<file path="src/hw/rtl/lsc_pkg.sv">
// Package for the lidar scan to Cartesian converter.
// Widths, CORDIC arctangent table and shared types. No dependencies.
package lsc_pkg;

	localparam int RANGE_W   = 16;
	localparam int INDEX_W   = 12;
	localparam int STEP_W    = 24;
	localparam int PHASE_W   = 24;
	localparam int COORD_W   = 17;
	localparam int CFG_IDX_W = 2;
	localparam int CFG_DAT_W = 24;
	localparam int GAIN_W    = 20;
	localparam int PROD_W    = RANGE_W + GAIN_W;
	localparam int VEC_W     = 27;
	localparam int ANG_W     = 32;
	localparam int ITERS     = 20;
	localparam int QDEPTH    = 4;
	localparam int QPTR_W    = 2;

	localparam logic [GAIN_W-1:0] GAIN_Q20 = 20'd636751;
	localparam logic [CFG_IDX_W-1:0] REG_ANGLE_STEP  = 2'd0;
	localparam logic [CFG_IDX_W-1:0] REG_RANGE_LIMIT = 2'd1;
	localparam logic [STEP_W-1:0]  ANGLE_STEP_RST  = 24'd4660;
	localparam logic [RANGE_W-1:0] RANGE_LIMIT_RST = 16'd4096;

	localparam logic signed [ANG_W-1:0] ATAN_T [ITERS] = '{
		32'sd536870912, 32'sd316933406, 32'sd167458907, 32'sd85004756, 32'sd42667331,
		32'sd21354465, 32'sd10679838, 32'sd5340245, 32'sd2670163, 32'sd1335087,
		32'sd667544, 32'sd333772, 32'sd166886, 32'sd83443, 32'sd41722,
		32'sd20861, 32'sd10430, 32'sd5215, 32'sd2608, 32'sd1304
	};

	typedef struct packed {
		logic [RANGE_W-1:0]      r;
		logic signed [VEC_W-1:0] x;
		logic signed [VEC_W-1:0] y;
		logic signed [ANG_W-1:0] z;
	} lsc_item_t;

	typedef struct packed {
		logic push;
	} lsc_qctl_t;

endpackage

</file>
<file path="src/hw/rtl/lsc_queue.sv">
// Four-entry queue between front end and CORDIC back end.
// Depends on lsc_pkg.
module lsc_queue (
	input  logic               clk,
	input  logic               arst_n,
	input  lsc_pkg::lsc_qctl_t ctl_in,
	input  lsc_pkg::lsc_item_t wr_item,
	output logic               full,
	input  logic               pop,
	output logic               empty,
	output lsc_pkg::lsc_item_t rd_item
);
	import lsc_pkg::*;

	lsc_item_t         mem_q [QDEPTH];
	logic [QPTR_W-1:0] wr_ptr_q, rd_ptr_q;
	logic [QPTR_W:0]   count_q;
	logic              do_push, do_pop;

	assign full    = count_q == (QPTR_W+1)'(QDEPTH);
	assign empty   = count_q == '0;
	assign rd_item = mem_q[rd_ptr_q];
	assign do_push = ctl_in.push && !full;
	assign do_pop  = pop && !empty;

	always_ff @(posedge clk or negedge arst_n) begin
		if (!arst_n) begin
			wr_ptr_q <= '0;
			rd_ptr_q <= '0;
			count_q  <= '0;
		end else begin
			if (do_push) wr_ptr_q <= wr_ptr_q + 1'b1;
			if (do_pop)  rd_ptr_q <= rd_ptr_q + 1'b1;
			if (do_push && !do_pop) count_q <= count_q + 1'b1;
			else if (!do_push && do_pop) count_q <= count_q - 1'b1;
		end
	end

	always_ff @(posedge clk) begin
		if (do_push) mem_q[wr_ptr_q] <= wr_item;
	end

endmodule

</file>
<file path="config.mk">
export PLATFORM = sky130hd
export DESIGN_NAME = lsc_queue
export DESIGN_NICKNAME = d
export VERILOG_FILES = /design/src/hw/rtl/lsc_pkg.sv /design/src/hw/rtl/lsc_queue.sv
export SDC_FILE = /design/constraint.sdc
export NUM_CORES = 1
export LEC_CHECK = 0
export ABC_CLOCK_PERIOD_IN_PS = 4100
export BUFFER_PORTS_ARGS = -buffer_cell sky130_fd_sc_hd__buf_2
export CORE_AREA = 8 8 159 190
export DETAILED_ROUTE_END_ITERATION = 10
export DIE_AREA = 0 0 167 198
export PLACE_DENSITY = 0.78
export SETUP_SLACK_MARGIN = 0.5
export SYNTH_ARGS = -nofsm -noshare
export SYNTH_HDL_FRONTEND = slang
export SYNTH_SLANG_ARGS = --single-unit
</file>
<file path="constraint.sdc">
create_clock -name clk -period 4.1 [get_ports clk]
set_input_delay 0.205 -clock clk [delete_from_list [all_inputs] [get_ports clk]]
set_output_delay 0.205 -clock clk [all_outputs]
set_load 0.005 [all_outputs]
</file>
; Word-level counts from Yosys, hierarchy flattened
; Memory sizes are Yosys's and may differ from the RTL's.
; Cells that the tools add are included.
[op_classes]
mux = 4
add_sub_neg = 4
n_eq_ne = 1
n_reduce_logical = 10
[ops]
columns = cell, count
row1 = two-way mux 3 bit, 2
row2 = "adder 2 x 1 -> 2 bit, second input constant", 2
row3 = logical AND 1 bit, 4
row4 = zero test 1 bit, 4
row5 = "adder 3 x 1 -> 3 bit, second input constant", 1
row6 = "== test 3 bit, second input constant", 1
row7 = zero test 3 bit, 1
row8 = "subtractor 3 x 1 -> 3 bit, second input constant", 1
row9 = two-way mux 1 bit, 2
row10 = nonzero test 2 bit, 1
[totals]
output_inout_bits = 104
ff_bits = 7
mem_count = 1
ram_bits = 408
word_cells = 23
[mem_list]
columns = name, depth, word_bits, read_ports, rd_ports_with_merged_regs, wr, line
row1 = mem_q, 4, 102, 1, 0, 1, lsc_queue.sv:15  ; lsc_item_t mem_q [QDEPTH];

; Longest topological paths before layout
[depth]
depth_word = 7
ltp_mapped = 9

; Worst setup path before layout
; Ideal clock, no wire load.
[synth_path]
path_kind = flip-flop to flip-flop
startpoint = register count_q[2]
endpoint = memory mem_q[0][0] in the netlist's numbering (enable)
required_ps = 3628
path_buffers = 1
arrival_ps = 3170
stages_incl_launch_ff = 5
setup_time_ps = 472
slack_ps = 457
path_cell_list = dfrtp_1 -> nor3b_2 -> nor2b_1 -> buf_2 -> and2_1
[synth_via]
elab_chain_cells = 5
[synth_rtl]
columns = item, line
row1 = start: declaration, lsc_queue.sv:17  ; logic [QPTR_W:0] count_q;
row2 = start signal: assignment, lsc_queue.sv:34  ; if (do_push && !do_pop) count_q <= count_q + 1'b1;
row3 = start signal: assignment, lsc_queue.sv:35  ; else if (!do_push && do_pop) count_q <= count_q - 1'b1;
row4 = == test 3 bit, lsc_queue.sv:20  ; assign full = count_q == (QPTR_W+1)'(QDEPTH);
row5 = net full, lsc_queue.sv:8  ; output logic full,
row6 = zero test 1 bit, lsc_queue.sv:23  ; assign do_push = ctl_in.push && !full;
row7 = logical AND 1 bit, lsc_queue.sv:23
row8 = net do_push, lsc_queue.sv:18  ; logic do_push, do_pop;
row9 = two-way mux 1 bit, lsc_queue.sv:40  ; if (do_push) mem_q[wr_ptr_q] <= wr_item;
row10 = two-way mux 1 bit (not written as such), lsc_queue.sv:40
row11 = end: declaration, lsc_queue.sv:15
; The timed path passes the listed nets, and every way through them passes these cells.

==> results_dict.tcl <==
set metrics [dict create \
    synthXorXnorAreaFrac_pct 0.346 \
    final_max_slew_viol_count 0 \
    p_leak_uw 0.00656 \
    synth.area.mux_share_pct 15.3 \
    first_pass_iters 4 \
    nets 1021 \
    max_stage_delay_ns 1.07 \
    syn_area_per_cell_sq_um 26.7 \
    path_cells "buf_12 > mux4_2 > buf_2" \
    gr-total-overflow 0 \
    path_depth 3 \
    h-tree-depth 2 \
    grt_max_degree 58 \
    worst_ep_required_time_ns 3.89 \
    cp.arrival_ns 2.72 \
    synthAdderAreaFrac_pct 0.544 \
    cts_resized 0 \
    synth_compound_area_share_pct 0 \
    critical-path-top-delay-family "flip-flops" \
    start_kind "register" \
    yosys_warnings 0 \
    ir_worst_vdd_mv 0.564 \
    slew_headroom_pct 35.2 \
    reg2reg_to "mem_q[2][41]" \
    power_density_mw_per_mm2 694 \
    fin_skew_ns 0.0212 \
    post_cts_buffers 0 \
    syn_inst 569 \
    grt_pass1_vias 8008 \
    ioPinCount 210 \
    synth-simple-area-share_pct 0.412 \
    syn_nets 681 \
    worstSetupEndpointType "output port" \
    synthFlopType "edfxtp_1" \
    r2r_start "count_q[2]" \
    hold_path.class "in2async" \
    fmax_mhz 341 \
    vias 7220 \
    synth.distinct_cells 22 \
    ys_seq_elements 415 \
    p_seq_share_pct 46.2 \
    drc 0 \
    synth_edf_count 408 \
    drive_gt1_share_pct 41.3 \
    reg2reg_slack_ns 1.45 \
    synthesis.area_sq_mm 0.0152 \
    period_share_pct 71.4 \
    cts_tree "yes" \
    track_usage_pct 19.1 \
    critPathKind "reg2out" \
    fin_hold_ws_ns 0.0401 \
    final_cell_mix "edfxtp_1, buf_2, dlygate4sd3_1, mux4_2, clkbuf_16" \
    post-place-ws_ns 1.46 \
    tns_ns 0 \
    combPwrFrac_pct 26.1 \
    cts_buffers 39 \
    final_hold_viol_count 0 \
    cp_max_fo 46 \
    die_x_microns 167 \
    gp_congestion 0.771 \
    final.min_clock_period_ns 2.93 \
    async_flop_share_pct 1.69 \
    dp_hpwl_microns 18600 \
    fin_util_pct 70.2 \
    setup_viol 0 \
    cap_violations 0 \
    start_util_pct 56.3 \
    ys_seq_area_share_pct 81.8 \
    p_total_uw 13200 \
    p_sw_share_pct 27.4 \
    ctsHoldBuffers 104 \
    crit_slowest_cell "dfrtp_4" \
    die_height_microns 198 \
    wl_per_cell_microns 24.4 \
    vias_per_cell 5.64 \
    clockRootBuffer "clkbuf_16" \
    fillers 1576 \
    path_buf_inv 2 \
    cts.sinks 415 \
    port_buffers 209 \
    coreArea_sq_mm 0.0270 \
    status "finished clean" \
    worst_slew_pin_slew_ns 0.972 \
    clkPwrFrac_pct 27.7 \
    die_area_sq_mm 0.0331 \
    rows 66 \
    path_clk_slew_ns 0.06 \
    syn_to_final_growth_pct 24.7 \
    antenna_found_initial 3 \
    ant_nets 0 \
    worstRegToRegCells 4 \
    wl_microns 31300 \
    p_int_uw 9550 \
    setup_ws_ns 1.17 \
    power_switching_uw 3600 \
    cts_max_path_buffers 3 \
    drt_iter0_markers 551 \
    rsz0062_at_grt "no" \
    layout_commonest_cell "edfxtp_1" \
    clk_latency_ns 0.52 \
    grt_pass1_wl_microns 47700 \
    synth_top_family_by_area "multiplexers" \
]
==> worst max path at each step <==
stage,from,endpoint
finish,rd_ptr_q[0],rd_item[83]
global route,rd_ptr_q[0],rd_item[74]
CTS,rd_ptr_q[0],rd_item[74]
detailed placement,count_q[2],mem_q[0][30]
global placement,count_q[2],mem_q[2][30]
floorplan,count_q[2],mem_q[0][0]
==> Yosys cell counts (2+ instances only) <==
cell	n	area share (%)
and2_1	4	0.16
buf_1	3	0.074
buf_12	6	0.79
buf_2	9	0.30
buf_4	4	0.20
dfrtp_1	7	1.2
edfxtp_1	408	81
ha_1	5	0.41
inv_1	4	0.099
mux2_2	2	0.15
mux4_2	102	15
xnor2_1	4	0.23
xor2_1	2	0.12
==> registers in the layout (all words and copies together), names as in the netlist <==
register and cells:
rd_ptr_q 2, count_q 3, wr_ptr_q 2, mem_q 408
==> power by group through the flow <==
stage	clock, uW	combinational [uW]	sequential [uW]
after global routing	3850	3690	6170
after floorplan	0	2330	5840
after global placement	0	3340	6090
after CTS	3720	3510	6090
final	3650	3430	6080
after detailed placement	0	3400	6170
==> per-stage QoR <==
stage | cell area [sq um] | std cells
3_5_place_dp | 16600 | 1104
4_1_cts | 18900 | 1279
2_1_floorplan | 15200 | 569
3_3_place_gp | 16600 | 1104
5_1_grt | 18900 | 1281
6_report | 18900 | 1281
==> area by class of cell <==
class	count	area [sq um]	area share (%)
sequential	415	12400	65.6
multi-input combinational	126	2530	13.3
timing repair buffer	323	2220	11.7
clock buffer	44	1020	5.36
tap	340	425	2.25
clock inverter	27	299	1.58
inverter	4	15.0	0.0792
antenna	2	5.00	0.0264
==> layer usage <==
layer	routed length, microns	track usage [%]	up-vias
met5	13	0	-
met1	12000	23.4	3738
met3	1830	3.67	54
met2	16600	34.1	288
li1	-	-	3138
met4	762	5.81	2
==> kinds of logic (layout without fill, tap and decap cells) <==
family | Yosys count | in the layout
flip-flops | 415 | 415
multiplexers | 104 | 104
buffers and inverters | 28 | 398
AND/OR/NAND/NOR | 10 | 10
adder cells (fa/ha/maj) | 6 | 6
XOR/XNOR | 6 | 6
other | 0 | 2
Note: power is estimated with default switching activity, not from simulation.
