<file path="src/hw/rtl/lsc_pkg.sv">
// Package for the lidar scan to Cartesian converter.
// Widths, CORDIC arctangent table and shared types. No dependencies.
package lsc_pkg;

	localparam int RANGE_W   = 16;
	localparam int INDEX_W   = 12;
	localparam int STEP_W    = 24;
	localparam int PHASE_W   = 24;
	localparam int COORD_W   = 17;
	localparam int CFG_IDX_W = 2;
	localparam int CFG_DAT_W = 24;
	localparam int GAIN_W    = 20;
	localparam int PROD_W    = RANGE_W + GAIN_W;
	localparam int VEC_W     = 27;
	localparam int ANG_W     = 32;
	localparam int ITERS     = 20;
	localparam int QDEPTH    = 4;
	localparam int QPTR_W    = 2;

	localparam logic [GAIN_W-1:0] GAIN_Q20 = 20'd636751;
	localparam logic [CFG_IDX_W-1:0] REG_ANGLE_STEP  = 2'd0;
	localparam logic [CFG_IDX_W-1:0] REG_RANGE_LIMIT = 2'd1;
	localparam logic [STEP_W-1:0]  ANGLE_STEP_RST  = 24'd4660;
	localparam logic [RANGE_W-1:0] RANGE_LIMIT_RST = 16'd4096;

	localparam logic signed [ANG_W-1:0] ATAN_T [ITERS] = '{
		32'sd536870912, 32'sd316933406, 32'sd167458907, 32'sd85004756, 32'sd42667331,
		32'sd21354465, 32'sd10679838, 32'sd5340245, 32'sd2670163, 32'sd1335087,
		32'sd667544, 32'sd333772, 32'sd166886, 32'sd83443, 32'sd41722,
		32'sd20861, 32'sd10430, 32'sd5215, 32'sd2608, 32'sd1304
	};

	typedef struct packed {
		logic [RANGE_W-1:0]      r;
		logic signed [VEC_W-1:0] x;
		logic signed [VEC_W-1:0] y;
		logic signed [ANG_W-1:0] z;
	} lsc_item_t;

	typedef struct packed {
		logic push;
	} lsc_qctl_t;

endpackage

</file>
<file path="src/hw/rtl/lsc_front.sv">
// Front end: config registers, clamp, phase and gain products, quadrant fold.
// Depends on lsc_pkg.
module lsc_front (
	input  logic                          clk,
	input  logic                          arst_n,
	input  logic                          cfg_we,
	input  logic [lsc_pkg::CFG_IDX_W-1:0] cfg_index,
	input  logic [lsc_pkg::CFG_DAT_W-1:0] cfg_data,
	input  logic                          in_valid,
	output logic                          in_ready,
	input  logic [lsc_pkg::RANGE_W-1:0]   range_sample,
	input  logic                          range_infinite,
	input  logic [lsc_pkg::INDEX_W-1:0]   sample_index,
	input  logic                          q_full,
	output lsc_pkg::lsc_item_t            item,
	output logic                          push
);
	import lsc_pkg::*;

	logic [STEP_W-1:0]  angle_step_q;
	logic [RANGE_W-1:0] range_limit_q;
	logic               adv;
	logic               v_s1, v_s2;
	logic [RANGE_W-1:0] r_s1;
	logic [PROD_W-1:0]  gain_s1;
	logic [PHASE_W-1:0] phase_s1;
	lsc_item_t          item_s2;
	logic [RANGE_W-1:0] r_clamp;
	logic [PROD_W-1:0]  m_full;
	logic signed [VEC_W-1:0] m;
	logic [INDEX_W+STEP_W-1:0] ph_prod;

	always_ff @(posedge clk or negedge arst_n) begin
		if (!arst_n) begin
			angle_step_q  <= ANGLE_STEP_RST;
			range_limit_q <= RANGE_LIMIT_RST;
		end else if (cfg_we) begin
			case (cfg_index)
				REG_ANGLE_STEP:  angle_step_q  <= cfg_data[STEP_W-1:0];
				REG_RANGE_LIMIT: range_limit_q <= cfg_data[RANGE_W-1:0];
				default: ;
			endcase
		end
	end

	assign adv      = !v_s2 || !q_full;
	assign in_ready = adv;
	assign push     = v_s2 && !q_full;
	assign item     = item_s2;

	assign r_clamp = (range_infinite || range_sample > range_limit_q) ? range_limit_q
	                                                                  : range_sample;
	assign ph_prod = sample_index * angle_step_q;
	assign m_full  = (gain_s1 + PROD_W'(2048)) >> 12;
	assign m       = VEC_W'(m_full);

	always_ff @(posedge clk or negedge arst_n) begin
		if (!arst_n) begin
			v_s1 <= 1'b0;
			v_s2 <= 1'b0;
		end else if (adv) begin
			v_s1 <= in_valid;
			v_s2 <= v_s1;
		end
	end

	always_ff @(posedge clk) begin
		if (adv) begin
			r_s1     <= r_clamp;
			gain_s1  <= PROD_W'(r_clamp) * PROD_W'(GAIN_Q20);
			phase_s1 <= ph_prod[PHASE_W-1:0];
			item_s2.r <= r_s1;
			item_s2.z <= ANG_W'({2'b00, phase_s1[PHASE_W-3:0], 8'b0});
			case (phase_s1[PHASE_W-1 -: 2])
				2'd0: begin item_s2.x <= m;  item_s2.y <= '0; end
				2'd1: begin item_s2.x <= '0; item_s2.y <= m;  end
				2'd2: begin item_s2.x <= -m; item_s2.y <= '0; end
				default: begin item_s2.x <= '0; item_s2.y <= -m; end
			endcase
		end
	end

endmodule

</file>
<file path="config.mk">
export PLATFORM = sky130hd
export DESIGN_NAME = lsc_front
export DESIGN_NICKNAME = d
export VERILOG_FILES = /design/src/hw/rtl/lsc_pkg.sv /design/src/hw/rtl/lsc_front.sv
export SDC_FILE = /design/constraint.sdc
export NUM_CORES = 1
export LEC_CHECK = 0
export CORE_MARGIN = 2
export CORE_UTILIZATION = 35
export CTS_CLUSTER_SIZE = 40
export DETAILED_ROUTE_END_ITERATION = 12
export DONT_BUFFER_PORTS = 1
export GPL_ROUTABILITY_DRIVEN = 0
export PLACE_DENSITY = 0.45
export SETUP_SLACK_MARGIN = 0.15
export SYNTH_ARGS = -nofsm -noshare
export SYNTH_HDL_FRONTEND = slang
export SYNTH_SLANG_ARGS = --single-unit
</file>
<file path="constraint.sdc">
create_clock -name clk -period 11.65 [get_ports clk]
set_input_delay 1.165 -clock clk [delete_from_list [all_inputs] [get_ports clk]]
set_output_delay 1.165 -clock clk [all_outputs]
set_load 0.03 [all_outputs]
</file>
# Yosys cells after proc, flatten, opt, wreduce, memory -nomap -nowiden

Cells that the tools add are included.
W data, S select, Z words.

Multiply operators: 2
Eq/ne operators: 3
Order comparisons: 1
Add/sub/neg operators: 2
Multiplexer cells: 2
Reductions and logical operators: 9

Operator list:

| operator                 | number |
|---|---|
| $pmux W54 S3             | 1 |
| $add A36 B12 Y36 const B | 1 |
| $mul A16 B20 Y36 const B | 1 |
| $neg A24 Y27             | 1 |
| $mul A12 B24 Y24         | 1 |
| $gt A16 B16 Y1           | 1 |
| $mux W16                 | 1 |
| $eq A2 B1 Y1 const B     | 2 |
| $logic_not A2 Y1         | 2 |
| $reduce_and A2 Y1        | 2 |
| $eq A2 B2 Y1 const B     | 1 |
| $logic_not A1 Y1         | 2 |
| $logic_or A1 B1 Y1       | 2 |
| $logic_and A1 B1 Y1      | 1 |

Register bits after elaboration: 210
Input bits: 60

# Logic depth before layout (Yosys ltp)

Gate-level depths: netlist (run 1).

Depth in word-level cells: 4
Depth in mapped cells: 32
Mapped depth without buffers: 31

# Worst setup path after synthesis (run 1)

Ideal clock, no wire load.

Path type: in2reg
From: input port range_sample[12] (netlist bit)
To: register gain_s1[35], data pin
Required time: 11.392 ns
Arrival time: 8.459 ns
Path slack: 2.934 ns
Cell stages on the path: 27
Library setup time: 0.258 ns
Path through: ha_1 > and3_1 > nand4_1 > a211o_1 > a31oi_4 > clkbuf_1 > mux2i_1 > inv_1 > fa_1 > inv_1 > fa_1 > inv_1 > fa_1 > fa_1 > fa_1 > inv_1 > fa_1 > inv_1 > ha_1 > a21o_1 > a21o_1 > nor4b_1 > a21oi_4 > a21boi_2 > o31ai_2 > a21o_1 > xnor2_1

Longest elaborated chain between the ends: 4

RTL lines:

| what                 | RTL line        | text |
|---|---|---|
| start, declared      | lsc_front.sv:11 | `input logic [lsc_pkg::RANGE_W-1:0] range_sample,` |
| $gt A16 B16 Y1       | lsc_front.sv:51 | `assign r_clamp = (range_infinite \|\| range_sample > range_limit_q) ? range_limit_q` |
| $logic_or A1 B1 Y1   | lsc_front.sv:51 |  |
| $mux W16             | lsc_front.sv:51 |  |
| net r_clamp[4]       | lsc_front.sv:28 | `logic [RANGE_W-1:0] r_clamp;` |
| $mul A16 B20 Y36     | lsc_front.sv:70 | `gain_s1 <= PROD_W'(r_clamp) * PROD_W'(GAIN_Q20);` |
| end signal, assigned | lsc_front.sv:70 |  |
| end, declared        | lsc_front.sv:25 | `logic [PROD_W-1:0] gain_s1;` |

The timed path passes the listed nets, and every way through them passes these cells.
A chain may end at the register's enable or synchronous reset.

# Worst setup path in the final report (run 1)

Ends and elaborated chain as after synthesis.

==> impl_metrics.py, run 1 <==
metrics = {
    "final_layout": {
        "syn_to_final_growth_pct": 6.62,
        "fin_area_um2": 22000,
        "nNetsFinal": 2455,
        "drive_gt1_share_pct": 6.01,
        "n_fill_cell": 5842,
    },
    "cts": {
        "cts_tree": "yes",
        "path_clk_slew_ns": 0.08,
        "clkLatencyLatePin_ns": 0.51,
        "ctsResizeCount": 0,
        "clk_path_buf_depth": 2,
        "htreeDepth": 4,
        "cts.sinks": 199,
        "root_buffer": "clkbuf_16",
        "cts_made_buffers": 17,
        "hold_buffers": 0,
        "postCtsSetupBuffers": 0,
    },
    "critical_path": {
        "path_class": "in -> reg",
        "crit_arrival_ns": 8.96,
        "worstReg2RegEnd": "gain_s1[35]$_DFFE_PP_",
        "worstPathMaxFanout": 18,
        "r2r_cells": 27,
        "end_kind": "flip-flop",
        "reg2reg_from": "range_limit_q[12]$_DFFE_PN1P_",
        "cp-start-kind": "input port",
        "required_ns": 11.90,
        "reg2reg_slack_ns": 2.98,
    },
    "drt": {
        "vias_per_cell": 4.71,
        "dr.pass1.iters": 5,
        "ant_nets": 0,
        "vias": 12743,
        "drc": 0,
        "routed_wl_mm": 49.2,
        "initialDrtViolationCount": 543,
        "post_drt_wl_per_cell_um": 18.2,
    },
    "synth": {
        "synth-seq-cells": 199,
        "synth_largest_area_cell": "fa_1",
        "synth_edf_count": 157,
        "synthCells": 1948,
        "avgSynthCellArea_um2": 10.6,
        "synth_common_cells": "411 x inv_1, 287 x fa_1, 191 x ha_1",
        "synth_area_um2": 20700,
        "yosysMostFrequentCell": "inv_1",
        "yosysTopAreaCellShare_pct": 27.8,
        "synth_async_sr_flop_share_pct": 21.1,
        "ys_warn_count": 0,
        "ys_seq_area_share_pct": 27.9,
        "synth_area_leaders": "fa_1 28%, edfxtp_1 23%, ha_1 12%",
        "ys_types": 72,
        "ys.flop_type": "edfxtp_1",
    },
    "timing": {
        "slew_viol_final": 0,
        "setup_tns_ns": 0,
        "min_period_over_period_pct": 74.7,
        "final.min_clock_period_ns": 8.70,
        "fmax_mhz": 115,
        "slew_headroom_pct": 35.6,
        "hold_violations": 0,
        "fin_skew_ns": 0.0244,
        "worstMarginPinSlew_ns": 0.966,
        "setup_viol": 0,
        "rsz0062_at_grt": "no",
    },
    "placement": {
        "port_buffers": 0,
        "place_hpwl_mm": 39.8,
        "postPlaceCellArea_um2": 21400,
    },
    "hold_path": {
        "hold_class": "in -> async",
    },
    "grt": {
        "track_usage_pct": 17.0,
        "grt_pass1_vias": 13812,
        "grt_max_degree": 137,
        "antenna_found_initial": 1,
        "grt-ovfl-total": 0,
        "grt_pass1_wl_mm": 78.4,
    },
    "die": {
        "rows": 89,
        "die_h_um": 247,
        "core_area_um2": 58700,
        "die_area_um2": 61000,
        "start_util_pct": 35.2,
        "ios": 164,
        "die_w_um": 247,
    },
    "run": {
        "drv_cap": 0,
    },
    "run_status": {
        "outcome": "finished clean",
    },
}
flip-flops by register name, summed over array words and instances, names as in the netlist:
name and flops:
angle_step_q 24, gain_s1 25, item 92, phase_s1 24, r_s1 16, range_limit_q 16
v_s1 1, v_s2 1
critical path, cell delays in order:
cell and delay (ns):
ha_1 0.28, and3_1 0.20, nand4_1 0.15, a211o_1 0.29
a31oi_4 0.55, mux2i_1 0.44, inv_1 0.24, fa_1 0.61
inv_1 0.09, fa_1 0.51, inv_1 0.05, fa_1 0.52
fa_1 0.44, fa_1 0.55, inv_1 0.05, fa_1 0.54
inv_1 0.04, ha_1 0.34, a21o_1 0.20, a21o_1 0.20
nor4b_1 0.54, a21oi_4 0.19, a21boi_2 0.32, o31ai_2 0.12
a21o_1 0.19, xnor2_1 0.11
through the flow:
step                      cells  setup WS, ns  hold WS [ns]  utilization [%]
final                      2704          2.95         0.354             37.5
after global routing       2703          2.50         0.319             37.5
after CTS                  2703          2.90         0.311             37.5
after detailed placement   2671          2.39         0.405             36.5
after global placement     2671          2.52         0.403             36.5
after floorplan            1957          2.93         0.400                -
cells by family (layout without fill, tap and decap cells):
kind of cell | after synthesis | count (layout) | synth area share [%]
compound gates | 148 | 148 | 4.74
other cells | 1 | 11 | 0.0181
fa+ha+maj | 478 | 478 | 39.4
mux | 61 | 61 | 3.27
flops | 199 | 199 | 27.9
buf+inv | 475 | 448 | 8.87
xor+xnor | 105 | 105 | 4.45
simple gates | 481 | 481 | 11.3
cell usage in the layout, fill, tap and decap left out, drive strengths merged, types with 3 or more instances in the layout:
| cell type | n |
|---|---|
| a311oi | 3 |
| nor4 | 3 |
| xor2 | 28 |
| and3 | 10 |
| clkinv | 8 |
| nand2 | 186 |
| mux2i | 9 |
| nand2b | 11 |
| dfstp | 6 |
| and4 | 3 |
| ha | 191 |
| and2 | 94 |
| nand4 | 14 |
| conb | 10 |
| mux2 | 52 |
| fa | 287 |
| buf | 3 |
| nor2b | 11 |
| nor3 | 19 |
| nand3 | 30 |
| nor2 | 88 |
| inv | 419 |
| a21o | 19 |
| a21oi | 47 |
| edfxtp | 157 |
| dfrtp | 36 |
| a21boi | 4 |
| o21bai | 10 |
| o31ai | 4 |
| clkbuf | 17 |
| o21ai | 34 |
| xnor2 | 77 |
| a31oi | 4 |
| or2 | 3 |
per-layer routing:
metal  vias up  wire length, um  track usage (%)
li1       6057                -                -
met1      6419            23600             23.2
met2       217            22600             27.0
met3        48             2070             3.85
met4         2              806             4.59
met5         -               13                0
worst max path at each step:
stage | from | end | slack [ns] | depth (start not counted)
2_1_floorplan | range_sample[12] | gain_s1[35]$_DFFE_PP_ | 2.93 | 27
3_3_place_gp | range_sample[7] | gain_s1[35]$_DFFE_PP_ | 2.52 | 26
3_5_place_dp | range_sample[12] | gain_s1[35]$_DFFE_PP_ | 2.39 | 26
4_1_cts | range_limit_q[12]$_DFFE_PN1P_ | gain_s1[35]$_DFFE_PP_ | 2.90 | 27
5_1_grt | range_limit_q[12]$_DFFE_PN1P_ | gain_s1[32]$_DFFE_PP_ | 2.50 | 27
6_report | range_sample[12] | gain_s1[35]$_DFFE_PP_ | 2.95 | 26
layout make-up:
cell class | count | area [um2] | share of cell area (%)
clock buffers | 17 | 425 | 1.93
inverters | 413 | 1550 | 7.04
repair buffers | 3 | 35.0 | 0.159
flip-flops and latches | 199 | 5770 | 26.2
well taps | 773 | 967 | 4.39
multi-input cells | 1283 | 13100 | 59.5
diodes | 1 | 2.50 | 0.0114
clock inverters | 15 | 175 | 0.795
Power of run 1 is left out: the tool's default activity adds up to more than one toggle a clock period on the data nets, which glitch-free logic cannot reach.
==> run 2: changes to the inputs <==
- clock period: 11.65 -> 8.54 ns (I/O delays scaled with it)
==> run 2 against run 1 <==
  * Via count is 0.46% higher
  * Hold slack worse by 0.31 ns
  * First-iteration DRC count is 7.7% lower
  * Design area is 0.77% higher
  * Register-to-register slack worse by 2.4 ns
  * Core utilization is 0.29 points higher
  * Die area stayed put
==> impl_metrics.py, run 2 (synthesis results as in run 1) <==
metrics = {
    "final_layout": {
        "drive_gt1_share_pct": 7.03,
        "layout_common_cells": "410 x inv_1, 287 x fa_1, 191 x ha_1",
        "diodes": 0,
        "n_fill_cell": 5845,
        "final_common_cell": "inv_1",
        "syn_to_final_growth_pct": 7.44,
        "largest_reg_flops": 92,
        "nNetsFinal": 2474,
        "final_util_pct": 37.8,
    },
    "hold_path": {
        "hold_class": "in -> async",
    },
    "grt": {
        "grt_pass1_wl_mm": 79.7,
        "grt_max_degree": 127,
        "antenna_found_initial": 4,
        "track_usage_pct": 17.4,
        "grt-ovfl-total": 0,
        "grt_pass1_vias": 13711,
    },
    "die": {
        "die_h_um": 247,
        "start_util_pct": 35.2,
        "core_area_um2": 58700,
        "rows": 89,
        "die_area_um2": 61000,
        "die_w_um": 247,
        "ios": 164,
    },
    "timing": {
        "hold_violations": 0,
        "min_period_over_period_pct": 93.6,
        "fin_skew_ns": 0.0173,
        "setup_tns_ns": 0,
        "worstMarginPinSlew_ns": 0.868,
        "slew_viol_final": 0,
        "rsz0062_at_grt": "no",
        "setup_viol": 0,
        "final.min_clock_period_ns": 7.99,
        "slew_headroom_pct": 42.2,
        "fmax_mhz": 125,
    },
    "critical_path": {
        "cp.buffers_inverters": 8,
        "cp-start-kind": "flip-flop",
        "end_kind": "flip-flop",
        "path_class": "reg -> reg",
        "path_common_cell": "fa_1",
        "slowest_stage": "dfstp_2",
        "worstPathMaxFanout": 12,
        "worst_path_dominant_cell_family": "adder cells",
        "max_stage_delay_ns": 0.55,
        "crit_arrival_ns": 8.24,
        "required_ns": 8.78,
    },
    "placement": {
        "place_hpwl_mm": 39.9,
        "port_buffers": 0,
    },
    "cts": {
        "hold_buffers": 0,
        "cts.sinks": 199,
        "clkLatencyLatePin_ns": 0.50,
        "clk_path_buf_depth": 2,
        "cts_made_buffers": 17,
        "path_clk_slew_ns": 0.08,
        "root_buffer": "clkbuf_16",
        "htreeDepth": 4,
        "cts_tree": "yes",
    },
    "drt": {
        "ant_nets": 0,
        "dr.pass1.iters": 4,
        "vias": 12802,
        "routed_wl_mm": 50.3,
        "vias_per_cell": 4.70,
        "post_drt_wl_per_cell_um": 18.5,
        "initialDrtViolationCount": 501,
        "drc": 0,
    },
    "run": {
        "drv_cap": 0,
    },
    "run_status": {
        "outcome": "finished clean",
    },
}
[run 2: cell count changes in the layout (fill, tap and decap cells not counted), moves of 2 or more]
| cell | change |
|---|---|
| buf_4 | +18 |
| clkinv_8 | -3 |
| inv_12 | +2 |
| inv_8 | +3 |
[run 2: cell type report]
type / instances / area (um2) / share of cell area, %
inverters: 413 / 1550 / 6.98
multi-input cells: 1283 / 13100 / 59.1
well taps: 773 / 967 / 4.36
clock inverters: 15 / 180 / 0.812
flip-flops and latches: 199 / 5770 / 26.0
repair buffers: 22 / 190 / 0.857
clock buffers: 17 / 425 / 1.92
[run 2: timing repair]
| action | 4_1_cts | 5_1_grt |
|---|---|---|
| buffers inserted | 0 | 4 |
| gates resized for setup | 0 | 3 |
| endpoints found under the setup margin | 0 | 12 |
[run 2: routing by layer]
metal  GRT usage, %  share of wire (%)  vias to the layer above  wire (um)
met5              0              0.054                        -         27
met4           4.09                1.3                        4        634
met3           3.92                4.4                       36       2230
met2           26.7                 45                      197      22700
met1           24.9                 49                     6467      24700
li1               -                  -                     6098          -
[run 2: path summary, 6_finish.rpt]
check | from | cells past startpoint | slack (ns) | to
min reg2reg | phase_s1[3]$_DFFE_PP_ | 0 | 0.43 | item[11]$_DFFE_PP_
min in group clk | phase_s1[3]$_DFFE_PP_ | 0 | 0.43 | item[11]$_DFFE_PP_
min | arst_n | 0 | 0.05 | angle_step_q[14]$_DFFE_PN0P_
max in group asynchronous | arst_n | 0 | 8.31 | angle_step_q[2]$_DFFE_PN1P_
max reg2reg | range_limit_q[12]$_DFFE_PN1P_ | 29 | 0.55 | gain_s1[32]$_DFFE_PP_
max | range_limit_q[12]$_DFFE_PN1P_ | 29 | 0.55 | gain_s1[32]$_DFFE_PP_
[run 2: metrics by stage]
stage	worst slack [ns]	area [um2]	std cells	hold slack [ns]
finish	0.546	22200	2722	0.0453
global placement	0.200	21500	2686	0.404
global route	0.141	22200	2722	0.00757
detailed placement	0.106	21500	2686	0.405
CTS	0.375	22100	2718	0.000821
floorplan	0.279	20700	1957	0.400
Power of run 2 is left out for the same reason.
